## config.mk

```make
export PLATFORM = sky130hd
export DESIGN_NAME = obj_text_number_parser
export DESIGN_NICKNAME = d
export VERILOG_FILES = /design/src/hw/rtl/ontp_pkg.sv /design/src/hw/rtl/obj_text_number_parser.sv
export SDC_FILE = /design/constraint.sdc
export NUM_CORES = 1
export LEC_CHECK = 0
export BUFFER_PORTS_ARGS = -buffer_cell sky130_fd_sc_hd__buf_2
export CAP_MARGIN = 10
export CORE_MARGIN = 5
export CORE_UTILIZATION = 65
export CTS_CLUSTER_DIAMETER = 150
export DETAILED_ROUTE_END_ITERATION = 7
export PLACE_DENSITY = 0.81
export SYNTH_ARGS = -nofsm -noshare
export SYNTH_HDL_FRONTEND = slang
export SYNTH_SLANG_ARGS = --single-unit
```

## constraint.sdc

```tcl
create_clock -name clock -period 14.8 [get_ports clock]
set_clock_uncertainty 0.2 [all_clocks]
set_input_delay 0.74 -clock clock [delete_from_list [all_inputs] [get_ports clock]]
set_output_delay 0.74 -clock clock [all_outputs]
set_load 0.03 [all_outputs]
```

## src/hw/rtl/ontp_pkg.sv

```systemverilog
`default_nettype none

package ontp_pkg;

   localparam int INT_DIGITS  = 9;
   localparam int FRAC_DIGITS = 6;
   localparam int MAX_FIELDS  = 16;

   // Payload widths
   localparam int BYTE_W   = 8;
   localparam int VALUE_W  = 51;
   localparam int ACC_W    = VALUE_W - 1;
   localparam int EXT_W    = ACC_W + 4;
   localparam int POS_W    = 4;
   localparam int SLOT_W   = 2;
   localparam int CNT_W    = 3;
   localparam int FC_W     = $clog2(MAX_FIELDS + 1);
   localparam int FCX_W    = (FC_W > POS_W) ? FC_W : POS_W;
   localparam int KW_W     = 16;
   localparam int RSP_DATA_W = ((POS_W + VALUE_W + 7) / 8) * 8;
   localparam int RSP_USER_W = 6;

   // Bit positions inside rsp_tuser / rsp_tdata
   localparam int USER_KIND_LO  = 0;
   localparam int USER_SLOT_LO  = 2;
   localparam int USER_PRESENT  = 4;
   localparam int USER_ERROR    = 5;
   localparam int DATA_VALUE_LO = POS_W;

   typedef enum logic [1:0] {
      KIND_VERTEX  = 2'd0,
      KIND_TEXTURE = 2'd1,
      KIND_NORMAL  = 2'd2,
      KIND_FACE    = 2'd3
   } kind_type;

   localparam logic [SLOT_W-1:0] SLOT_LAST = 2'd2;

   // Characters
   localparam logic [BYTE_W-1:0] CHAR_NUL   = 8'h00;
   localparam logic [BYTE_W-1:0] CHAR_TAB   = 8'h09;
   localparam logic [BYTE_W-1:0] CHAR_LF    = 8'h0A;
   localparam logic [BYTE_W-1:0] CHAR_CR    = 8'h0D;
   localparam logic [BYTE_W-1:0] CHAR_SPACE = 8'h20;
   localparam logic [BYTE_W-1:0] CHAR_HASH  = 8'h23;
   localparam logic [BYTE_W-1:0] CHAR_PLUS  = 8'h2B;
   localparam logic [BYTE_W-1:0] CHAR_MINUS = 8'h2D;
   localparam logic [BYTE_W-1:0] CHAR_DOT   = 8'h2E;
   localparam logic [BYTE_W-1:0] CHAR_SLASH = 8'h2F;
   localparam logic [BYTE_W-1:0] CHAR_ZERO  = 8'h30;
   localparam logic [BYTE_W-1:0] CHAR_NINE  = 8'h39;

   // Keywords as shifted-in characters
   localparam logic [KW_W-1:0] KW_V  = 16'h0076;
   localparam logic [KW_W-1:0] KW_VT = 16'h7674;
   localparam logic [KW_W-1:0] KW_VN = 16'h766E;
   localparam logic [KW_W-1:0] KW_F  = 16'h0066;

   typedef struct packed {
      logic neg;
      logic dot;
      logic dig;
      logic bad;
      logic sat;
   } num_flags_type;

   typedef struct packed {
      logic                    eol;
      logic                    error;
      logic                    present;
      logic signed [VALUE_W-1:0] value;
      logic [SLOT_W-1:0]       slot;
      logic [POS_W-1:0]        pos;
      kind_type                kind;
   } result_type;

   typedef logic [ACC_W-1:0] pow_tab_type [2**CNT_W];

   function automatic longint unsigned pow10(input int n);
      longint unsigned r;
      r = 1;
      for (int i = 0; i < n; i++) begin
         r = r * 10;
      end
      return r;
   endfunction

   // 10^k for k up to FRAC_DIGITS, zero above
   function automatic pow_tab_type build_pow_tab();
      pow_tab_type t;
      for (int k = 0; k < 2**CNT_W; k++) begin
         t[k] = (k <= FRAC_DIGITS) ? ACC_W'(pow10(k)) : '0;
      end
      return t;
   endfunction

   localparam pow_tab_type POW_TAB = build_pow_tab();
   localparam logic [ACC_W-1:0] VALUE_LIMIT = ACC_W'(pow10(INT_DIGITS + FRAC_DIGITS) - 1);
   localparam logic [CNT_W-1:0] FRAC_LAST = CNT_W'(FRAC_DIGITS - 1);

endpackage

`default_nettype wire

```

## src/hw/rtl/obj_text_number_parser.sv

```systemverilog
// obj_text_number_parser: OBJ text to number stream.
// Input channel (req_*): one text byte per request in req_tdata[7:0]. A zero
// byte ends the text; every byte after it is dropped until reset.
// Result channel (rsp_*): one request per number found on v, vt, vn and f
// lines. rsp_tdata carries the field position and the signed value (vertex
// numbers scaled by 10^6, face indices as integers); rsp_tuser carries kind,
// face slot, digits-present and error flags; rsp_tlast marks the last result
// of a line. Lines with any other keyword and comments give no results.
// Path: a byte is held in the input register and parsed into the result
// register; its result, if it has one, stays on rsp_* until taken.
// Throughput: one byte per cycle while the receiver does not stall; the
// parse of a byte is one pass through the digit multiply-add and limit
// compare between the input and result registers.
// Reset (synchronous, active high) returns to the start of a line and empties
// both registers. When the receiver stalls, the result register holds its
// request, the held byte waits, and req_tready drops while both are full; no
// result is lost or repeated.
`default_nettype none

module obj_text_number_parser (
   input  logic        clock,
   input  logic        reset,
   // request side
   input  logic        req_tvalid,
   output logic        req_tready,
   input  logic [7:0]  req_tdata,   // [7:0] text_byte
   // result side
   output logic        rsp_tvalid,
   input  logic        rsp_tready,
   output logic [55:0] rsp_tdata,   // [3:0] field_position, [54:4] number_value, [55] zero
   output logic [5:0]  rsp_tuser,   // [1:0] record_kind, [3:2] slot_index,
                                    // [4] field_present, [5] value_error
   output logic        rsp_tlast    // end_of_line
);

   typedef enum logic [2:0] {
      MODE_START,
      MODE_SKIP,
      MODE_GAP,
      MODE_NUM,
      MODE_DONE,
      MODE_GAPC,
      MODE_NUMC
   } mode_type;

   // input register
   logic                           in_valid_ff, in_valid_in;
   logic [ontp_pkg::BYTE_W-1:0]    in_byte_ff, in_byte_in;

   // parse state
   mode_type                       mode_ff, mode_in;
   logic [ontp_pkg::KW_W-1:0]      keyword_ff, keyword_in;
   logic [ontp_pkg::FC_W-1:0]      field_ff, field_in;
   logic [ontp_pkg::SLOT_W-1:0]    slot_ff, slot_in;
   logic [ontp_pkg::ACC_W-1:0]     acc_ff, acc_in;
   logic [ontp_pkg::CNT_W-1:0]     cnt_ff, cnt_in;
   ontp_pkg::num_flags_type        flags_ff, flags_in;

   // result register
   logic                           rsp_valid_ff, rsp_valid_in;
   ontp_pkg::result_type           rsp_ff, rsp_in;

   // step control
   logic advance;
   logic step;

   // decode of the held byte
   logic [ontp_pkg::BYTE_W-1:0] c;
   logic is_sep, is_eol, is_digit, is_hash;
   logic [3:0] digit;
   logic kind_ok, face;
   ontp_pkg::kind_type kind;

   // number state as seen by the current byte (cleared when a number opens)
   logic [ontp_pkg::SLOT_W-1:0] b_slot;
   logic [ontp_pkg::ACC_W-1:0]  b_acc;
   logic [ontp_pkg::CNT_W-1:0]  b_cnt;
   ontp_pkg::num_flags_type     b_flags;

   // digit accumulate
   logic                        frac_digit, take_digit;
   logic [ontp_pkg::CNT_W-1:0]  frac_idx;
   logic [ontp_pkg::ACC_W-1:0]  scale;
   logic [ontp_pkg::EXT_W-1:0]  acc_base, term, sum;
   logic                        over;

   // field result built from the number state
   logic                        room;
   logic [ontp_pkg::FCX_W-1:0]  field_x;
   logic [ontp_pkg::POS_W-1:0]  pos;
   logic signed [ontp_pkg::VALUE_W-1:0] mag_s;
   ontp_pkg::result_type        field_res, marker_res;

   assign advance    = !rsp_valid_ff || rsp_tready;
   assign step       = in_valid_ff && advance;
   assign req_tready = !in_valid_ff || advance;

   assign c        = in_byte_ff;
   assign is_sep   = (c == ontp_pkg::CHAR_SPACE) || (c == ontp_pkg::CHAR_TAB) ||
                     (c == ontp_pkg::CHAR_CR);
   assign is_eol   = (c == ontp_pkg::CHAR_NUL) || (c == ontp_pkg::CHAR_LF);
   assign is_hash  = (c == ontp_pkg::CHAR_HASH);
   assign is_digit = (c >= ontp_pkg::CHAR_ZERO) && (c <= ontp_pkg::CHAR_NINE);
   assign digit    = 4'(c - ontp_pkg::CHAR_ZERO);

   // keyword to record kind
   always_comb begin
      kind_ok = 1'b1;
      kind    = ontp_pkg::KIND_VERTEX;
      priority if (keyword_ff == ontp_pkg::KW_V) begin
         kind = ontp_pkg::KIND_VERTEX;
      end else if (keyword_ff == ontp_pkg::KW_VT) begin
         kind = ontp_pkg::KIND_TEXTURE;
      end else if (keyword_ff == ontp_pkg::KW_VN) begin
         kind = ontp_pkg::KIND_NORMAL;
      end else if (keyword_ff == ontp_pkg::KW_F) begin
         kind = ontp_pkg::KIND_FACE;
      end else begin
         kind_ok = 1'b0;
      end
   end
   assign face = kind_ok && (kind == ontp_pkg::KIND_FACE);

   // a byte arriving in the gap opens a fresh number
   always_comb begin
      if (mode_ff == MODE_GAP) begin
         b_slot  = '0;
         b_acc   = '0;
         b_cnt   = '0;
         b_flags = '0;
      end else begin
         b_slot  = slot_ff;
         b_acc   = acc_ff;
         b_cnt   = cnt_ff;
         b_flags = flags_ff;
      end
   end

   // Vertex values accumulate already scaled: integer digits add d*10^F to
   // acc*10, fraction digits add d*10^(F-1-count). Faces add d to acc*10.
   // Any overshoot of the limit pins the accumulator and sets saturation.
   assign frac_digit = !face && b_flags.dot;
   assign take_digit = !frac_digit || (32'(b_cnt) < ontp_pkg::FRAC_DIGITS);
   assign frac_idx   = ontp_pkg::FRAC_LAST - b_cnt;

   always_comb begin
      if (face) begin
         scale = ontp_pkg::ACC_W'(1);
      end else if (frac_digit) begin
         scale = ontp_pkg::POW_TAB[frac_idx];
      end else begin
         scale = ontp_pkg::POW_TAB[ontp_pkg::FRAC_DIGITS];
      end
   end

   assign acc_base = frac_digit ? ontp_pkg::EXT_W'(b_acc) :
                     (ontp_pkg::EXT_W'(b_acc) << 3) + (ontp_pkg::EXT_W'(b_acc) << 1);
   assign term     = ontp_pkg::EXT_W'(digit) * ontp_pkg::EXT_W'(scale);
   assign sum      = acc_base + term;
   assign over     = sum > ontp_pkg::EXT_W'(ontp_pkg::VALUE_LIMIT);

   // result for the open number
   assign room    = 32'(field_ff) < ontp_pkg::MAX_FIELDS;
   assign field_x = ontp_pkg::FCX_W'(field_ff);
   assign pos     = (field_x > ontp_pkg::FCX_W'(15)) ? 4'hF : field_x[ontp_pkg::POS_W-1:0];
   assign mag_s   = ontp_pkg::VALUE_W'(b_acc);

   always_comb begin
      field_res.kind    = kind;
      field_res.pos     = pos;
      field_res.slot    = face ? b_slot : '0;
      field_res.value   = b_flags.bad ? '0 : (b_flags.neg ? -mag_s : mag_s);
      field_res.present = b_flags.dig;
      field_res.error   = b_flags.bad || b_flags.sat;
      field_res.eol     = 1'b0;

      marker_res         = '0;
      marker_res.kind    = kind;
      marker_res.pos     = pos;
      marker_res.eol     = 1'b1;
   end

   // one byte of parsing
   always_comb begin
      mode_in    = mode_ff;
      keyword_in = keyword_ff;
      field_in   = field_ff;
      slot_in    = slot_ff;
      acc_in     = acc_ff;
      cnt_in     = cnt_ff;
      flags_in   = flags_ff;
      rsp_in     = rsp_ff;
      rsp_valid_in = rsp_tready ? 1'b0 : rsp_valid_ff;

      if (step && (mode_ff != MODE_DONE)) begin
         if (is_eol) begin
            // close the open number and the line
            unique case (mode_ff)
               MODE_START: begin
                  if (kind_ok) begin
                     rsp_in       = marker_res;
                     rsp_valid_in = 1'b1;
                  end
               end
               MODE_GAP, MODE_GAPC: begin
                  rsp_in       = marker_res;
                  rsp_valid_in = 1'b1;
               end
               MODE_NUM, MODE_NUMC: begin
                  rsp_in       = room ? field_res : marker_res;
                  rsp_in.eol   = 1'b1;
                  rsp_valid_in = 1'b1;
               end
               default: begin
               end
            endcase
            mode_in    = (c == ontp_pkg::CHAR_NUL) ? MODE_DONE : MODE_START;
            keyword_in = '0;
            field_in   = '0;
            slot_in    = '0;
            acc_in     = '0;
            cnt_in     = '0;
            flags_in   = '0;
         end else begin
            unique case (mode_ff)
               MODE_START: begin
                  if (is_hash) begin
                     mode_in = kind_ok ? MODE_GAPC : MODE_SKIP;
                  end else if (is_sep) begin
                     if (keyword_ff != '0) begin
                        mode_in = kind_ok ? MODE_GAP : MODE_SKIP;
                     end
                  end else if (keyword_ff[ontp_pkg::KW_W-1:8] != '0) begin
                     mode_in = MODE_SKIP;
                  end else begin
                     keyword_in = {keyword_ff[7:0], c};
                  end
               end
               MODE_GAP, MODE_NUM: begin
                  if (is_hash) begin
                     mode_in = (mode_ff == MODE_GAP) ? MODE_GAPC : MODE_NUMC;
                  end else if (is_sep) begin
                     if (mode_ff == MODE_NUM) begin
                        // field done: emit, advance position, wait for next
                        if (room) begin
                           rsp_in       = field_res;
                           rsp_valid_in = 1'b1;
                           field_in     = field_ff + 1'b1;
                        end
                        slot_in  = '0;
                        acc_in   = '0;
                        cnt_in   = '0;
                        flags_in = '0;
                        mode_in  = MODE_GAP;
                     end
                  end else begin
                     mode_in  = MODE_NUM;
                     slot_in  = b_slot;
                     acc_in   = b_acc;
                     cnt_in   = b_cnt;
                     flags_in = b_flags;
                     priority if (face && (c == ontp_pkg::CHAR_SLASH)) begin
                        if (b_slot >= ontp_pkg::SLOT_LAST) begin
                           flags_in.bad = 1'b1;
                        end else begin
                           if (room) begin
                              rsp_in       = field_res;
                              rsp_valid_in = 1'b1;
                           end
                           slot_in  = b_slot + 1'b1;
                           acc_in   = '0;
                           cnt_in   = '0;
                           flags_in = '0;
                        end
                     end else if (is_digit) begin
                        flags_in.dig = 1'b1;
                        if (take_digit) begin
                           if (over) begin
                              acc_in       = ontp_pkg::VALUE_LIMIT;
                              flags_in.sat = 1'b1;
                           end else begin
                              acc_in = sum[ontp_pkg::ACC_W-1:0];
                           end
                           if (frac_digit) begin
                              cnt_in = b_cnt + 1'b1;
                           end
                        end
                     end else if (c == ontp_pkg::CHAR_MINUS) begin
                        if (b_flags.dig || b_flags.dot || b_flags.neg) begin
                           flags_in.bad = 1'b1;
                        end else begin
                           flags_in.neg = 1'b1;
                        end
                     end else if (c == ontp_pkg::CHAR_PLUS) begin
                        if (b_flags.dig || b_flags.dot) begin
                           flags_in.bad = 1'b1;
                        end
                     end else if ((c == ontp_pkg::CHAR_DOT) && !face && !b_flags.dot) begin
                        flags_in.dot = 1'b1;
                     end else begin
                        flags_in.bad = 1'b1;
                     end
                  end
               end
               default: begin
                  // skipped line, comment tail: drop the byte
               end
            endcase
         end
      end
   end

   // input register: take a byte when it is empty or the held one moves on
   always_comb begin
      in_valid_in = in_valid_ff;
      in_byte_in  = in_byte_ff;
      if (req_tvalid && req_tready) begin
         in_valid_in = 1'b1;
         in_byte_in  = req_tdata;
      end else if (step) begin
         in_valid_in = 1'b0;
      end
   end

   always_ff @(posedge clock) begin
      if (reset) begin
         in_valid_ff  <= 1'b0;
         rsp_valid_ff <= 1'b0;
         mode_ff      <= MODE_START;
         keyword_ff   <= '0;
         field_ff     <= '0;
         slot_ff      <= '0;
         acc_ff       <= '0;
         cnt_ff       <= '0;
         flags_ff     <= '0;
      end else begin
         in_valid_ff  <= in_valid_in;
         rsp_valid_ff <= rsp_valid_in;
         mode_ff      <= mode_in;
         keyword_ff   <= keyword_in;
         field_ff     <= field_in;
         slot_ff      <= slot_in;
         acc_ff       <= acc_in;
         cnt_ff       <= cnt_in;
         flags_ff     <= flags_in;
      end
      in_byte_ff <= in_byte_in;
      rsp_ff     <= rsp_in;
   end

   assign rsp_tvalid = rsp_valid_ff;
   assign rsp_tdata  = {1'b0, rsp_ff.value, rsp_ff.pos};
   assign rsp_tuser  = {rsp_ff.error, rsp_ff.present, rsp_ff.slot, rsp_ff.kind};
   assign rsp_tlast  = rsp_ff.eol;

endmodule

`default_nettype wire

```

==> results of run 1 <==
-- power by group through the flow --
stage | clock network [uW] | logic (uW) | registers (uW)
global placement | 0 | 114 | 466
floorplan | 0 | 88.7 | 462
detailed placement | 0 | 118 | 466
finish | 477 | 120 | 457
CTS | 477 | 118 | 456
global route | 501 | 132 | 458
-- layer usage --
| metal | GRT usage | part of all wire |
|---|---|---|
| met1 | 0.474 | 0.41 |
| met2 | 0.574 | 0.46 |
| met3 | 0.0610 | 0.097 |
| met4 | 0.129 | 0.039 |
| met5 | 0 | 0 |
-- critical path: cells and delay by family, from the launching register on --
family          cells  cell delay, ns
simple gates        9            2.55
buf+inv             4            1.49
xor+xnor            1            0.30
compound gates     10            3.43
flops               1            0.57
fa+ha+maj           4            1.91
-- through the flow --
step                area [sq um]  worst slack, ns  cells   util  hold slack (ns)
CTS                        17300             4.50   2404  0.709            0.261
finish                     17300             4.20   2404  0.709            0.264
detailed placement         16700             4.54   2372  0.683            0.265
floorplan                  16200             5.86   2068      -            0.232
global placement           16700             4.86   2372  0.683            0.258
global route               17300             3.59   2404  0.709            0.253
-- cell families (layout without fill, tap and decap cells) --
group / after synthesis / after routing / synth area share
AOI/OAI and AO/OA: 590 / 590 / 0.239
buffers and inverters: 235 / 247 / 0.0568
muxes: 19 / 19 / 0.0121
adders and majority gates: 150 / 150 / 0.139
other: 1 / 1 / 0.000231
DFF: 156 / 156 / 0.235
and+or+nand+nor: 795 / 795 / 0.251
xor gates and xnor gates: 122 / 122 / 0.0658
-- how the worst max path moves through the flow --
| stage | start | endpoint | slack (ns) |
|---|---|---|---|
| final | mode_ff[0]$_SDFFE_PP0P_ | acc_ff[24]$_SDFFE_PP0P_ | 4.20 |
| after global routing | mode_ff[0]$_SDFFE_PP0P_ | acc_ff[28]$_SDFFE_PP0P_ | 3.59 |
| after CTS | mode_ff[0]$_SDFFE_PP0P_ | acc_ff[39]$_SDFFE_PP0P_ | 4.50 |
| after detailed placement | mode_ff[1]$_SDFFE_PP0P_ | acc_ff[39]$_SDFFE_PP0P_ | 4.54 |
| after global placement | mode_ff[1]$_SDFFE_PP0P_ | acc_ff[39]$_SDFFE_PP0P_ | 4.86 |
| after floorplan | keyword_ff[15]$_SDFFE_PP0P_ | acc_ff[34]$_SDFFE_PP0P_ | 5.86 |
-- layout make-up --
class                   instances  area [sq um]  share of cell area
clock buffers                  17           425              0.0245
clock inverters                15           206              0.0119
inverters                     125           469              0.0270
multi-input cells            1677         11500               0.665
flip-flops and latches        156          3820               0.220
well taps                     324           405              0.0234
repair buffers                 90           488              0.0281
-- layout by cell type, fill, tap and decap left out, drive strengths merged, types with 20 or more instances in the layout --
cell,count
o21a,32
o21ai,123
a31oi,20
o31ai,21
a21oi,170
nand2,182
buf,90
nor4,25
dfxtp,86
edfxtp,70
nor3,50
or3,26
nor2,194
xor2,63
inv,135
and2,83
nor2b,21
and3,36
fa,51
xnor2,59
ha,99
a21o,44
nand2b,30
nand3,60
nand4,35
-- flip-flops by register name, indices dropped and copies added (netlist names), 2 cells and up --
signal	count
cnt_ff	3
slot_ff	2
rsp_tuser	6
mode_ff	3
flags_ff	5
c	8
rsp_tdata	55
field_ff	5
keyword_ff	16
acc_ff	50
==> key figures, run 1 <==
Run status
  – Status: completed

Clocking
  – CTS hold repair buffers: 0
  – Clock root buffer: clkbuf_16
  – Reg clk slew, reported paths: 0.08 ns
  – TritonCTS clock tree: done
  – TritonCTS sink count: 156
  – Cts repair resizes: 0
  – H-tree Lvls: 4
  – Worst-Skew Late Latency: 0.45 ns
  – Post-CTS Setup Inserts: 0
  – CTS buffer count: 17
  – Clk buf depth: 2

Yosys
  – Ys flop type: dfxtp_1
  – Synth area leaders: edfxtp_1, dfxtp_1, ha_1
  – Post-synth EDFFs: 70
  – Sequential area share after synthesis: 0.235
  – Avg Cell Area, Syn: 7.86 sq um
  – Unique masters post-synth: 97
  – Fraction of registers with async set/reset: 0
  – Ys Warns: 0
  – Post-synth top area cell: edfxtp_1
  – Yosys top cell area share: 0.129
  – Top-count cell post-synth: nor2_1
  – Post-Syn Instances: 2,068
  – Mapped Area: 0.0162 sq mm
  – Most common library cells after synthesis: nor2_1, nand2_1, a21oi_1
  – Synthesis-stage register bit count: 156
  – Syn nets: 2,230

Worst setup path
  – Reg2Reg Depth: 28
  – Reg2reg start: mode_ff[0]$_SDFFE_PP0P_
  – Slowest-stage cell, CP: o31ai_1
  – Nature of the critical path endpoint: register
  – Worst Path Required: 14.96 ns
  – Reg2Reg Capture Point: acc_ff[24]$_SDFFE_PP0P_
  – Crit-path max cell delay: 0.90 ns
  – CP startpoint kind: register
  – Reg-to-reg slack, setup: 4.20 ns
  – Critical path type: reg -> reg
  – Worst EP arrival: 10.76 ns
  – Critical Path Fanout Max: 72

Die
  – Die Wd: 168 microns
  – IO Pins: 77
  – Area of the core: 0.0245 sq mm
  – Initial cell density of the core: 0.664
  – Die height: 168 microns
  – # rows: 57
  – Die Area: 0.0283 sq mm

Routing
  – DR vias: 16,188
  – Initial drt markers: 1,858
  – Vias/cell: 6.73
  – Wire per inst: 21.2 microns
  – Pre-antenna DRT Iters: 6
  – Final ANT Viol Nets: 0
  – DRC: 0
  – DRT Wirelength: 51.0 mm

Global route
  – Largest net degree at the start of global routing: 76
  – Initial antenna violation count: 0
  – Grt total ovfl: 0
  – Global-route wire length before repair: 81.3 mm
  – Gr usage total: 0.353
  – Vias in the first global route: 15,132

Placement
  – Hpwl dp: 39.2 mm
  – IO buf count: 75
  – Routability cong.: 1.05

Timing
  – Final Hold Fails: 0
  – Max Slew Vio Count: 0
  – RSZ-0062 raised after global routing: false
  – F_max: 94.4 MHz
  – Post-route setup TNS: 0 ns
  – Slew HR: 0.248
  – Post-layout min period: 10.60 ns
  – Tcrit/Tclk final: 0.716
  – Final setup viols: 0
  – Transition time of the tightest slew-check pin: 1.12 ns

Power and ir drop
  – Net Sw Frac: 0.310
  – Maximum VDD drop: 0.0758 mV
  – Switching pwr: 326 uW
  – Power Internal: 727 uW
  – Clock group share of total power: 0.453
  – PwrDens: 60.7 mW/mm^2
  – Comb power frac: 0.114
  – Sequential share of power: 0.433
  – Pleak: 0.00738 uW
  – Power, Total: 1050 uW

Hold path
  – Path category of the worst min-delay check: in -> reg
  – Hold Path Stages: 1
  – Hold Crit Start: req_tdata[1]
  – Worst hold endpoint: c[1]$_DFFE_PP_

Flow run
  – Max cap viols: 0

Layout
  – Share of layout cells above drive strength 1: 0.0856
  – N_diodes: 0
  – P&R area growth vs syn: 6.80%
  – # fillers: 2,029
  – Final #Nets: 2,229
Power figures use the tool's default switching activity.
==> run 2, diff against run 1 <==
--- a/config.mk
+++ b/config.mk
@@ -8,10 +8,10 @@
 export BUFFER_PORTS_ARGS = -buffer_cell sky130_fd_sc_hd__buf_2
 export CAP_MARGIN = 10
 export CORE_MARGIN = 5
-export CORE_UTILIZATION = 65
+export CORE_UTILIZATION = 64
 export CTS_CLUSTER_DIAMETER = 150
 export DETAILED_ROUTE_END_ITERATION = 7
-export PLACE_DENSITY = 0.81
+export PLACE_DENSITY = 0.8
 export SYNTH_ARGS = -nofsm -noshare
 export SYNTH_HDL_FRONTEND = slang
 export SYNTH_SLANG_ARGS = --single-unit
==> constraint.sdc (replaced) <==
create_clock -name clock -period 10.1 [get_ports clock]
set_clock_uncertainty 0.2 [all_clocks]
set_input_delay 0.505 -clock clock [delete_from_list [all_inputs] [get_ports clock]]
set_output_delay 0.505 -clock clock [all_outputs]
set_load 0.03 [all_outputs]
==> run 2 against run 1 <==
Against the previous run:
- via count fell by 1.1%
- critical path type unchanged
- non-clock buffer count rose by 9
- sequential cell count did not move
- combinational power rose by 46%
- final cell count rose by 0.62%
- die area rose by 1.5%
- power rose by 45%
- sequential share of layout area fell by 0.087 points
- critical endpoint is now acc_ff[34]$_SDFFE_PP0P_
- count of clock-buffer cells in the layout did not move
- critical path depth did not move
==> key figures, run 2 (synthesis results as in run 1) <==
Run status
  – Status: completed

Placement
  – Routability cong.: 1.01
  – IO buf count: 75
  – Hpwl dp: 39.3 mm

Global route
  – Gr usage total: 0.346
  – Vias in the first global route: 15,059
  – Initial antenna violation count: 0
  – Global-route wire length before repair: 80.4 mm
  – Largest net degree at the start of global routing: 73
  – Grt total ovfl: 0

Power and ir drop
  – PwrDens: 87.7 mW/mm^2
  – Maximum VDD drop: 0.123 mV
  – Pleak: 0.00742 uW
  – Net Sw Frac: 0.306
  – Comb power frac: 0.114
  – Clock group share of total power: 0.448
  – Sequential share of power: 0.438
  – Switching pwr: 468 uW
  – Power, Total: 1530 uW
  – Power Internal: 1060 uW

Routing
  – Pre-antenna DRT Iters: 8
  – Final ANT Viol Nets: 0
  – Wire per inst: 21.0 microns
  – DR vias: 16,003
  – Vias/cell: 6.62
  – DRT Wirelength: 50.8 mm
  – Initial drt markers: 1,573
  – DRC: 0

Die
  – Die Area: 0.0287 sq mm
  – Area of the core: 0.0251 sq mm
  – Die height: 169 microns
  – # rows: 58
  – Initial cell density of the core: 0.647
  – Die Wd: 169 microns
  – IO Pins: 77

Worst setup path
  – Slowest-stage cell, CP: or3b_2
  – Reg2Reg Capture Point: acc_ff[34]$_SDFFE_PP0P_
  – Crit. path cell count: 28
  – Worst EP arrival: 9.64 ns
  – Worst Path Required: 10.23 ns
  – Crit path max-delay family: simple AND/OR/NAND/NOR gates
  – Reg2Reg Depth: 28
  – CP startpoint kind: register
  – Reg2reg start: mode_ff[1]$_SDFFE_PP0P_
  – Count of buffer and inverter cells on the critical path: 2
  – Critical Path Fanout Max: 16
  – Critical path type: reg -> reg
  – Nature of the critical path endpoint: register
  – Crit-path max cell delay: 0.67 ns
  – Reg-to-reg slack, setup: 0.59 ns

Timing
  – Tcrit/Tclk final: 0.942
  – F_max: 105 MHz
  – Post-layout min period: 9.51 ns
  – Final setup viols: 0
  – Slew HR: 0.212
  – Max Slew Vio Count: 0
  – RSZ-0062 raised after global routing: false
  – Transition time of the tightest slew-check pin: 1.18 ns
  – Post-route setup TNS: 0 ns
  – Final Hold Fails: 0

Clocking
  – Reg clk slew, reported paths: 0.08 ns
  – TritonCTS clock tree: done
  – Clk buf depth: 2
  – Worst-Skew Late Latency: 0.45 ns
  – TritonCTS sink count: 156
  – H-tree Lvls: 4
  – Clock root buffer: clkbuf_16
  – CTS buffer count: 17
  – CTS hold repair buffers: 0

Layout
  – Most frequent cells in the layout: nor2_1, nand2_1, a21oi_1
  – Commonest non-fill, non-tap cell in the layout: nor2_1
  – Register area: 0.00382 sq mm
  – P&R area growth vs syn: 7.23%
  – Final #Nets: 2,238
  – N_diodes: 0
  – Multi-input gate area: 0.0115 sq mm
  – Share of layout cells above drive strength 1: 0.0900
  – Max FFs per register: 55
  – # fillers: 2,119

Hold path
  – Hold Crit Start: req_tdata[2]
  – Path category of the worst min-delay check: in -> reg
  – Hold Path Stages: 1
  – Worst hold endpoint: c[2]$_DFFE_PP_

Flow run
  – Max cap viols: 0
-- run 2: changes by cell type in the layout (fill, tap and decap cells not counted) --
cell	before	now
o31ai_2	1	2
inv_6	2	1
inv_8	3	6
clkbuf_8	0	1
inv_4	0	1
inv_12	5	1
clkinv_8	4	5
o31ai_1	20	19
buf_4	15	23
-- run 2: worst register-to-register path: cells and delay by family (launching register included) --
kind                     cells  cell delay [ns]
AND/OR/NAND/NOR              9             3.37
AO/OA/AOI/OAI               12             2.86
adder cells (fa/ha/maj)      5             2.34
flip-flops                   1             0.52
buffers and inverters        2             0.09
-- run 2: final cells by class --
type,instances,area share
clock buffers,17,0.0244
repair buffers,99,0.0323
well taps,330,0.0237
flip-flops and latches,156,0.220
multi-input cells,1677,0.662
inverters,125,0.0269
clock inverters,15,0.0108
-- run 2: worst max-delay path by stage --
stage / startpoint / end
CTS: mode_ff[1]$_SDFFE_PP0P_ / acc_ff[34]$_SDFFE_PP0P_
finish: mode_ff[1]$_SDFFE_PP0P_ / acc_ff[34]$_SDFFE_PP0P_
global placement: mode_ff[1]$_SDFFE_PP0P_ / acc_ff[20]$_SDFFE_PP0P_
floorplan: keyword_ff[15]$_SDFFE_PP0P_ / acc_ff[34]$_SDFFE_PP0P_
detailed placement: mode_ff[1]$_SDFFE_PP0P_ / acc_ff[34]$_SDFFE_PP0P_
global route: mode_ff[1]$_SDFFE_PP0P_ / acc_ff[44]$_SDFFE_PP0P_
-- run 2: timing repair --
action,4_1_cts,5_1_grt
buffers inserted,0,1
gates resized for setup,0,1
setup endpoints to repair,0,40
endpoints found under the hold margin,0,0
-- run 2: through the flow --
step                      hold slack [ns]  instance area, sq um   util  setup WS [ns]  std cells
final                              0.0275                 17400  0.694          0.585       2419
after global routing               0.0266                 17400  0.694         0.0805       2419
after CTS                          0.0225                 17400  0.693          0.332       2417
after detailed placement            0.260                 16800  0.668          0.388       2385
after global placement              0.251                 16800  0.668          0.632       2385
after floorplan                     0.232                 16200      -           1.16       2068
-- run 2: layer usage --
layer	routed length [microns]	global-route usage	vias to the layer above
met4	1850	0.127	0
met2	23100	0.551	739
met1	21200	0.471	7632
met3	4520	0.0657	129
li1	-	-	7503
met5	0	0	-
-- run 2: power by group through the flow --
stage / Combinational (uW) / Clock [uW] / Sequential (uW)
after floorplan: 130 / 0 / 677
after global placement: 167 / 0 / 683
after detailed placement: 171 / 0 / 684
after CTS: 171 / 685 / 669
after global routing: 193 / 713 / 670
final: 175 / 684 / 669
